--- config.mk ---
export PLATFORM = sky130hd
export DESIGN_NAME = json_string_escaper
export DESIGN_NICKNAME = d
export VERILOG_FILES = /design/src/rtl/jse_pkg.sv /design/src/rtl/jse_budget.sv /design/src/rtl/json_string_escaper.sv
export SDC_FILE = /design/constraint.sdc
export NUM_CORES = 1
export LEC_CHECK = 0
export ABC_AREA = 0
export CORE_MARGIN = 10
export CORE_UTILIZATION = 59
export CTS_CLUSTER_DIAMETER = 60
export DETAILED_ROUTE_END_ITERATION = 8
export DONT_BUFFER_PORTS = 1
export PLACE_DENSITY = 0.78
export SLEW_MARGIN = 30
export SYNTH_ARGS = -nofsm -noshare
export SYNTH_HDL_FRONTEND = slang
export SYNTH_HIERARCHICAL = 1
export SYNTH_SLANG_ARGS = --single-unit
--- constraint.sdc ---
create_clock -name clock -period 10.3 [get_ports clock]
set_input_delay 2.06 -clock clock [delete_from_list [all_inputs] [get_ports clock]]
set_output_delay 2.06 -clock clock [all_outputs]
set_load 0.005 [all_outputs]
--- src/rtl/jse_pkg.sv ---
// Shared types, constants and character helpers for the JSON string escaper.
package jse_pkg;

   localparam int LENGTH_BITS_DEFAULT   = 24;
   localparam int CAPACITY_BITS_DEFAULT = 16;
   localparam int CAPACITY_RESET        = 65535;

   // CSR port
   localparam int   CSR_ADDR_BITS    = 3;
   localparam int   CSR_DATA_BITS    = 32;
   localparam logic CSR_IDX_CAPACITY = 1'b0;

   // Result slots of one request, in emission order
   localparam int NUM_SLOTS  = 9;
   localparam int SLOT_BITS  = 4;
   localparam int CHAR_SLOTS = 6;
   localparam logic [SLOT_BITS-1:0] SLOT_OPEN   = 4'd0;
   localparam logic [SLOT_BITS-1:0] SLOT_CHAR   = 4'd1;
   localparam logic [SLOT_BITS-1:0] SLOT_ESC    = 4'd2;
   localparam logic [SLOT_BITS-1:0] SLOT_PAD_HI = 4'd3;
   localparam logic [SLOT_BITS-1:0] SLOT_PAD_LO = 4'd4;
   localparam logic [SLOT_BITS-1:0] SLOT_HEX_HI = 4'd5;
   localparam logic [SLOT_BITS-1:0] SLOT_HEX_LO = 4'd6;
   localparam logic [SLOT_BITS-1:0] SLOT_CLOSE  = 4'd7;
   localparam logic [SLOT_BITS-1:0] SLOT_STATUS = 4'd8;

   // Characters
   localparam logic [7:0] CH_QUOTE  = 8'h22;
   localparam logic [7:0] CH_BSLASH = 8'h5C;
   localparam logic [7:0] CH_U      = 8'h75;
   localparam logic [7:0] CH_ZERO   = 8'h30;
   localparam logic [7:0] CH_SPACE  = 8'h20;
   localparam logic [7:0] CH_TILDE  = 8'h7E;

   typedef enum logic [1:0] {
      KIND_PLAIN,
      KIND_SHORT,
      KIND_UNICODE
   } kind_type;

   // Work left for one request: which slots still emit, plus the byte data
   typedef struct packed {
      logic [NUM_SLOTS-1:0] mask;
      logic [7:0]           char_byte;
      kind_type             kind;
      logic                 overflow;
   } plan_type;

   // Letter of a two-byte escape, zero if the byte has none
   function automatic logic [7:0] short_escape(input logic [7:0] c);
      logic [7:0] e;
      case (c)
         8'h08:     e = 8'h62;  // b
         8'h09:     e = 8'h74;  // t
         8'h0A:     e = 8'h6E;  // n
         8'h0C:     e = 8'h66;  // f
         8'h0D:     e = 8'h72;  // r
         CH_QUOTE:  e = CH_QUOTE;
         CH_BSLASH: e = CH_BSLASH;
         default:   e = 8'h00;
      endcase
      return e;
   endfunction

   function automatic kind_type char_kind(input logic [7:0] c);
      kind_type k;
      if (short_escape(c) != 8'h00) begin
         k = KIND_SHORT;
      end else if (c >= CH_SPACE && c <= CH_TILDE) begin
         k = KIND_PLAIN;
      end else begin
         k = KIND_UNICODE;
      end
      return k;
   endfunction

   function automatic logic [2:0] kind_length(input kind_type k);
      logic [2:0] n;
      case (k)
         KIND_PLAIN:   n = 3'd1;
         KIND_SHORT:   n = 3'd2;
         KIND_UNICODE: n = 3'd6;
         default:      n = 3'd6;
      endcase
      return n;
   endfunction

   // Upper-case hex digit
   function automatic logic [7:0] hex_digit(input logic [3:0] n);
      logic [7:0] d;
      if (n < 4'd10) begin
         d = CH_ZERO + {4'h0, n};
      end else begin
         d = 8'h37 + {4'h0, n};
      end
      return d;
   endfunction

endpackage

--- src/rtl/jse_budget.sv ---
// Output budget tracking: position, length and overflow state, and the per-request plan.
module jse_budget
   import jse_pkg::*;
#(
   parameter int LENGTH_BITS   = LENGTH_BITS_DEFAULT,
   parameter int CAPACITY_BITS = CAPACITY_BITS_DEFAULT
) (
   input  logic                     clock,
   input  logic                     reset,
   input  logic                     accept,
   input  logic [7:0]               char_byte,
   input  logic                     has_char,
   input  logic                     first_of_string,
   input  logic                     end_of_string,
   input  logic [CAPACITY_BITS-1:0] capacity,
   output plan_type                 plan,
   output logic [LENGTH_BITS-1:0]   plan_length
);

   localparam int PW = CAPACITY_BITS + 1;

   logic [CAPACITY_BITS-1:0] wp_ff, wp_in;
   logic [LENGTH_BITS-1:0]   len_ff, len_in;
   logic                     ovf_ff, ovf_in;

   kind_type      kind;
   logic [2:0]    klen;
   logic [PW-1:0] capx, wp1, wpk, wp2, wp2_close;
   logic          ovf0, ovf1, fit_char, fit_close, open_emit;
   logic [2:0]    n_char;
   logic [3:0]    inc;
   logic [LENGTH_BITS-1:0] len_base;
   logic [LENGTH_BITS:0]   len_sum;

   always_comb begin
      kind = char_kind(char_byte);
      klen = kind_length(kind);
      capx = {1'b0, capacity};

      // Opening quote always takes position 0
      ovf0      = first_of_string ? 1'b0 : ovf_ff;
      wp1       = first_of_string ? PW'(1) : {1'b0, wp_ff};
      open_emit = first_of_string && (capx > PW'(1));

      // Character: whole escape must fit, last byte lost to the terminator slot
      wpk      = wp1 + PW'(klen);
      fit_char = has_char && !ovf0 && (wpk <= capx);
      if (!fit_char) begin
         n_char = 3'd0;
      end else if (wpk < capx) begin
         n_char = klen;
      end else begin
         n_char = klen - 3'd1;
      end
      wp2  = fit_char ? wpk : wp1;
      ovf1 = ovf0 | (has_char & !fit_char);

      // Closing quote needs room for the terminator too
      wp2_close = wp2 + PW'(2);
      fit_close = end_of_string && !ovf1 && (wp2_close <= capx);
      ovf_in    = ovf1 | (end_of_string & !fit_close);
      wp_in     = fit_close ? wp2[CAPACITY_BITS-1:0] + CAPACITY_BITS'(1)
                            : wp2[CAPACITY_BITS-1:0];

      // Saturating escaped length
      inc = {3'b000, first_of_string} + (has_char ? {1'b0, klen} : 4'd0)
          + {3'b000, end_of_string};
      len_base = first_of_string ? '0 : len_ff;
      len_sum  = {1'b0, len_base} + (LENGTH_BITS + 1)'(inc);
      len_in   = len_sum[LENGTH_BITS] ? '1 : len_sum[LENGTH_BITS-1:0];

      // Plan of slots to emit
      plan.mask = '0;
      plan.mask[SLOT_OPEN] = open_emit;
      for (int j = 0; j < CHAR_SLOTS; j++) begin
         plan.mask[int'(SLOT_CHAR) + j] = (3'(j) < n_char);
      end
      plan.mask[SLOT_CLOSE]  = fit_close;
      plan.mask[SLOT_STATUS] = end_of_string;
      plan.char_byte = char_byte;
      plan.kind      = kind;
      plan.overflow  = ovf_in;
      plan_length    = len_in;
   end

   // String state, advanced once per accepted request
   always_ff @(posedge clock) begin
      if (reset) begin
         wp_ff  <= '0;
         len_ff <= '0;
         ovf_ff <= 1'b0;
      end else if (accept) begin
         wp_ff  <= wp_in;
         len_ff <= len_in;
         ovf_ff <= ovf_in;
      end
   end

endmodule

--- src/rtl/json_string_escaper.sv ---
// JSON string escaper top level: CSR, plan register, result sequencing and output register.
// Each request is taken into a plan register and its results leave one per cycle through the output
// register while the result channel does not stall; a request with one result (a plain byte, or
// nothing) passes at one per cycle, and a request with more results holds the request channel until
// its last result moves out; it has up to 9, for an opening quote, a \u00XX escape, a closing quote and the status.
// The result register is the only thing between the plan and the result channel, so a
// new request is taken in the cycle the plan's last result moves into it.
module json_string_escaper
   import jse_pkg::*;
#(
   parameter int LENGTH_BITS   = LENGTH_BITS_DEFAULT,
   parameter int CAPACITY_BITS = CAPACITY_BITS_DEFAULT
) (
   input  logic                     clock,
   input  logic                     reset,
   // request channel
   input  logic                     req_valid,
   output logic                     req_stall,
   input  logic [7:0]               req_char_byte,
   input  logic                     req_has_char,
   input  logic                     req_first_of_string,
   input  logic                     req_end_of_string,
   // result channel
   output logic                     rsp_valid,
   input  logic                     rsp_stall,
   output logic [7:0]               rsp_out_byte,
   output logic                     rsp_byte_valid,
   output logic                     rsp_last_result,
   output logic                     rsp_overflow,
   output logic [LENGTH_BITS-1:0]   rsp_needed_length,
   // CSR port
   input  logic                     csr_psel,
   input  logic                     csr_penable,
   input  logic                     csr_pwrite,
   input  logic [CSR_ADDR_BITS-1:0] csr_paddr,
   input  logic [CSR_DATA_BITS-1:0] csr_pwdata,
   output logic [CSR_DATA_BITS-1:0] csr_prdata,
   output logic                     csr_pready
);

   localparam logic [CAPACITY_BITS-1:0] CAP_RESET =
      (CAPACITY_BITS >= 16) ? CAPACITY_BITS'(CAPACITY_RESET) : '1;

   logic [CAPACITY_BITS-1:0] cap_ff;
   logic                     cap_sel;

   plan_type               new_plan;
   logic [LENGTH_BITS-1:0] new_length;
   logic                   accept;

   logic [NUM_SLOTS-1:0]   mask_ff, mask_in, low, rest;
   logic [7:0]             char_ff;
   kind_type               kind_ff;
   logic                   ovf_ff;
   logic [LENGTH_BITS-1:0] len_ff;

   logic [SLOT_BITS-1:0]   slot;
   logic                   have_slot, out_load;

   logic                   rsp_valid_ff;
   logic [7:0]             byte_ff, byte_in;
   logic                   bval_ff, bval_in;
   logic                   last_ff, last_in;
   logic                   rovf_ff, rovf_in;
   logic [LENGTH_BITS-1:0] rlen_ff, rlen_in;

   // CSR: one register, capacity
   assign cap_sel    = (csr_paddr[2] == CSR_IDX_CAPACITY);
   assign csr_pready = 1'b1;
   assign csr_prdata = cap_sel ? CSR_DATA_BITS'(cap_ff) : '0;

   always_ff @(posedge clock) begin
      if (reset) begin
         cap_ff <= CAP_RESET;
      end else if (csr_psel && csr_penable && csr_pwrite && cap_sel) begin
         cap_ff <= csr_pwdata[CAPACITY_BITS-1:0];
      end
   end

   // Budget and plan for the incoming request
   jse_budget #(
      .LENGTH_BITS   (LENGTH_BITS),
      .CAPACITY_BITS (CAPACITY_BITS)
   ) u_budget (
      .clock           (clock),
      .reset           (reset),
      .accept          (accept),
      .char_byte       (req_char_byte),
      .has_char        (req_has_char),
      .first_of_string (req_first_of_string),
      .end_of_string   (req_end_of_string),
      .capacity        (cap_ff),
      .plan            (new_plan),
      .plan_length     (new_length)
   );

   // Pick the earliest pending slot
   always_comb begin
      low       = mask_ff & (~mask_ff + NUM_SLOTS'(1));
      have_slot = |mask_ff;
      slot      = SLOT_OPEN;
      for (int i = NUM_SLOTS - 1; i >= 0; i--) begin
         if (mask_ff[i]) begin
            slot = SLOT_BITS'(i);
         end
      end
   end

   assign out_load  = !rsp_valid_ff || !rsp_stall;
   assign rest      = out_load ? (mask_ff & ~low) : mask_ff;
   assign req_stall = (rest != '0);
   assign accept    = req_valid && !req_stall;
   assign mask_in   = accept ? new_plan.mask : rest;

   // Result byte for the selected slot
   always_comb begin
      byte_in = 8'h00;
      bval_in = 1'b1;
      last_in = 1'b0;
      rovf_in = 1'b0;
      rlen_in = '0;
      case (slot) inside
         SLOT_OPEN, SLOT_CLOSE:    byte_in = CH_QUOTE;
         SLOT_CHAR:                byte_in = (kind_ff == KIND_PLAIN) ? char_ff : CH_BSLASH;
         SLOT_ESC:                 byte_in = (kind_ff == KIND_SHORT) ? short_escape(char_ff)
                                                                     : CH_U;
         SLOT_PAD_HI, SLOT_PAD_LO: byte_in = CH_ZERO;
         SLOT_HEX_HI:              byte_in = hex_digit(char_ff[7:4]);
         SLOT_HEX_LO:              byte_in = hex_digit(char_ff[3:0]);
         SLOT_STATUS: begin
            bval_in = 1'b0;
            last_in = 1'b1;
            rovf_in = ovf_ff;
            rlen_in = len_ff;
         end
         default:                  byte_in = 8'h00;
      endcase
   end

   // Plan register
   always_ff @(posedge clock) begin
      if (reset) begin
         mask_ff <= '0;
      end else begin
         mask_ff <= mask_in;
      end
   end

   always_ff @(posedge clock) begin
      if (accept) begin
         char_ff <= new_plan.char_byte;
         kind_ff <= new_plan.kind;
         ovf_ff  <= new_plan.overflow;
         len_ff  <= new_length;
      end
   end

   // Result register
   always_ff @(posedge clock) begin
      if (reset) begin
         rsp_valid_ff <= 1'b0;
      end else if (out_load) begin
         rsp_valid_ff <= have_slot;
      end
   end

   always_ff @(posedge clock) begin
      if (out_load && have_slot) begin
         byte_ff <= byte_in;
         bval_ff <= bval_in;
         last_ff <= last_in;
         rovf_ff <= rovf_in;
         rlen_ff <= rlen_in;
      end
   end

   assign rsp_valid         = rsp_valid_ff;
   assign rsp_out_byte      = byte_ff;
   assign rsp_byte_valid    = bval_ff;
   assign rsp_last_result   = last_ff;
   assign rsp_overflow      = rovf_ff;
   assign rsp_needed_length = rlen_ff;

endmodule

==> key figures <==
Worst hold path
  • Worst min path class: reg2reg
  • Hold path startpoint: u_budget/len_ff[1]$_SDFFE_PP0P_

STA
  • Min Hold Slack: 479 ps
  • Setup violators final: 0
  • Clock period minus worst slack: 9910 ps
  • F_max: 101 MHz
  • Relative slew slack: 35.4%
  • Hold Vio Cnt, Final: 0
  • TNS Setup: 0 ps
  • Pin slew with the least headroom to its limit: 968 ps
  • Slew Viols, Final: 0
  • Tcrit/Tclk final: 96.2%
  • Clock skew: 13.6 ps
  • Worst Setup Slack, final: 392 ps

Floorplanning
  • IO Count: 123
  • Die width: 147 um
  • Die Y: 147 um
  • Row cnt: 46
  • Starting Density: 60.0%
  • Core area: 15800 um2
  • Die ar.: 21600 um2

Setup path
  • CP Class: in2reg
  • Critical-path top delay cell: or4_1
  • Arrival time at the worst endpoint: 10220 ps
  • Crit. End Element: flip-flop
  • Cell mode on critical path: ha_1
  • Worst Path Required: 10610 ps
  • Critical path launch point: req_char_byte[0]
  • CP Launch Type: input port
  • Largest stage delay on the critical path: 520 ps
  • R2R Path Start: u_budget/wp_ff[2]$_SDFFE_PP0P_
  • Worst Path Max Fanout: 7

Clocking
  • Clock Latency Late Sink: 430 ps
  • CTS sink count: 137
  • CTS tree: yes
  • # hold bufs at CTS: 0
  • CTS H-tree lvls: 4
  • Post-CTS sizing: 0
  • Clock Tree Root: clkbuf_16
  • CTS Buf Count: 17
  • Setup Buffers After CTS: 0
  • Clk slew on worst S/H paths: 70 ps
  • Max clock buf depth: 2

Finish
  • Final core occ: 65.1%
  • Layout Cells excl Fill: 1301
  • Area added between synthesis and finish: 8.46%
  • NumNets Final: 1177
  • N_diodes: 0
  • Layout cells sized above 1: 11.6%

Synth
  • Synth warn: 6
  • EDFF count, synth: 70
  • Share of the synthesized area in the top cell type: 22.1%
  • Mapped Cells: 1086
  • Synthesized flop and latch total: 137
  • Top-count cell post-synth: nand2_1
  • Synth area leaders: edfxtp_1 22%, dfxtp_1 14%, ha_1 6.5%
  • Yosys cell types: 96
  • Seq/Total Area, Yosys: 36.3%
  • Synth cell count leaders: 124 x nand2_1, 75 x nor2_1, 70 x edfxtp_1
  • Yosys top cell by area: edfxtp_1
  • Dominant synthesized flop cell: edfxtp_1
  • Async S/R FF share, synth: 0%
  • Mapped Area: 9500 um2
  • Syn_area_per_cell: 8.75 um2

Place
  • HPWL after DPL: 17300 um
  • IO Port Bufs: 0
  • Placed cells: 1269
  • Place WS: 265 ps
  • Routability cong.: 0.991

Detailed routing
  • Initial drt markers: 610
  • Post-DR vias/cell: 6.21
  • Routed vias: 8073
  • Routed len/inst: 18.8 um
  • Antenna-violating nets left: 0
  • Final wirelength: 24400 um
  • DRC Markers: 0
  • DRT Pass-1 Iters: 5

Power and ir drop
  • Switching power: 573 uW
  • Power Dens Cells: 174 nW/um2
  • Max IR drop VDD: 122 uV
  • Internal: 1.22 mW
  • Flop pwr share: 43.8%
  • Comb pwr share: 21.1%
  • Switching share of power: 32.0%
  • Clock share of power: 35.1%
  • Leak Pwr: 4.19 nW

Flow run
  • # Max-Cap Violations: 0

Global route
  • Pin count of the biggest net entering global routing: 84
  • Number of global-route vias before repair: 7664
  • First-pass GRT wire length: 39600 um
  • Overall Global Routing Usage: 22.1%
  • GR Overflow Total: 0
  • Initial antenna violation count: 0

Status
  • Status: complete, no violations
[final cells by class]
cell class,instances,area (um2)
Timing Repair Buffer,42,323
Inverter,54,203
Multi-Input combinational cell,820,5460
Sequential cell,137,3440
Clock buffer,17,425
Tap cell,216,270
Clock inverter,15,179
Fill cell,1324,5530
[per-layer routing]
metal | global-route usage [%] | up-vias | part of all wire, %
met4 | 10.8 | 0 | 3.7
li1 | - | 3867 | -
met3 | 5.31 | 60 | 7.7
met5 | 0 | - | 0
met2 | 34.6 | 349 | 46
met1 | 28.0 | 3797 | 43
[cell families (layout without fill, tap and decap cells)]
kind of cell / count (synthesis) / in the layout / share of synthesized area [%]
AND/OR/NAND/NOR: 466 / 466 / 26.0
AO/OA/AOI/OAI: 219 / 219 / 17.1
buffers and inverters: 144 / 128 / 7.25
flip-flops: 137 / 137 / 36.3
XOR/XNOR: 58 / 58 / 5.35
adder cells (fa/ha/maj): 52 / 52 / 7.09
multiplexers: 8 / 8 / 0.883
other: 2 / 17 / 0.0791
[through the flow]
| step | area, um2 | total power, mW |
|---|---|---|
| after global routing | 10300 | 1.88 |
| after CTS | 10300 | 1.80 |
| final | 10300 | 1.79 |
| after detailed placement | 9690 | 1.16 |
| after floorplan | 9560 | 1.07 |
| after global placement | 9670 | 1.15 |
[critical path, delay by kind of cell]
family                   cells  cell delay, ps
buffers and inverters        4             530
AND/OR/NAND/NOR             17            3690
multiplexers                 1             410
adder cells (fa/ha/maj)      5            1480
AO/OA/AOI/OAI               10            1910
XOR/XNOR                     1             150
[cells in the final DEF (no fill, tap or decap), types with 14 or more instances in the layout]
cell type and n:
a21oi_1 49, clkbuf_16 17, xnor2_1 37, and3_1 15, and2_1 31, nor4_1 14, xor2_1 21, nand2_1 124
nor2_1 74, buf_4 41, nor3_1 26, dfxtp_1 67, nor2b_1 38, nand3_1 52, ha_1 49, nand4_1 17
edfxtp_1 70, o21ai_0 30, inv_1 53, conb_1 17
[path summary, 6_finish.rpt]
path                                      to  slack (ps)  cells after the start
min reg2reg  u_budget/len_ff[1]$_SDFFE_PP0P_         480                      2
max          u_budget/wp_ff[14]$_SDFFE_PP0P_         390                     38
max reg2reg  u_budget/wp_ff[14]$_SDFFE_PP0P_        2270                     33
min          u_budget/len_ff[1]$_SDFFE_PP0P_         480                      2
[registers in the layout (all words and copies together) (netlist names)]
signal             count
len_ff                24
rsp_needed_length     24
u_budget/len_ff       24
cap_ff                16
u_budget/wp_ff        16
mask_ff                9
char_ff                8
rsp_out_byte           8
kind_ff                2
ovf_ff                 1
rsp_byte_valid         1
rsp_last_result        1
rsp_overflow           1
rsp_valid              1
u_budget/ovf_ff        1
[power groups by stage]
stage / Clock (mW) / Combinational, mW / Sequential, mW
after floorplan: 0 / 0.303 / 0.763
after global placement: 0 / 0.355 / 0.793
after detailed placement: 0 / 0.368 / 0.795
after CTS: 0.639 / 0.373 / 0.785
after global routing: 0.667 / 0.416 / 0.798
final: 0.629 / 0.377 / 0.783
No activity file was read; power rests on OpenSTA's default activity.
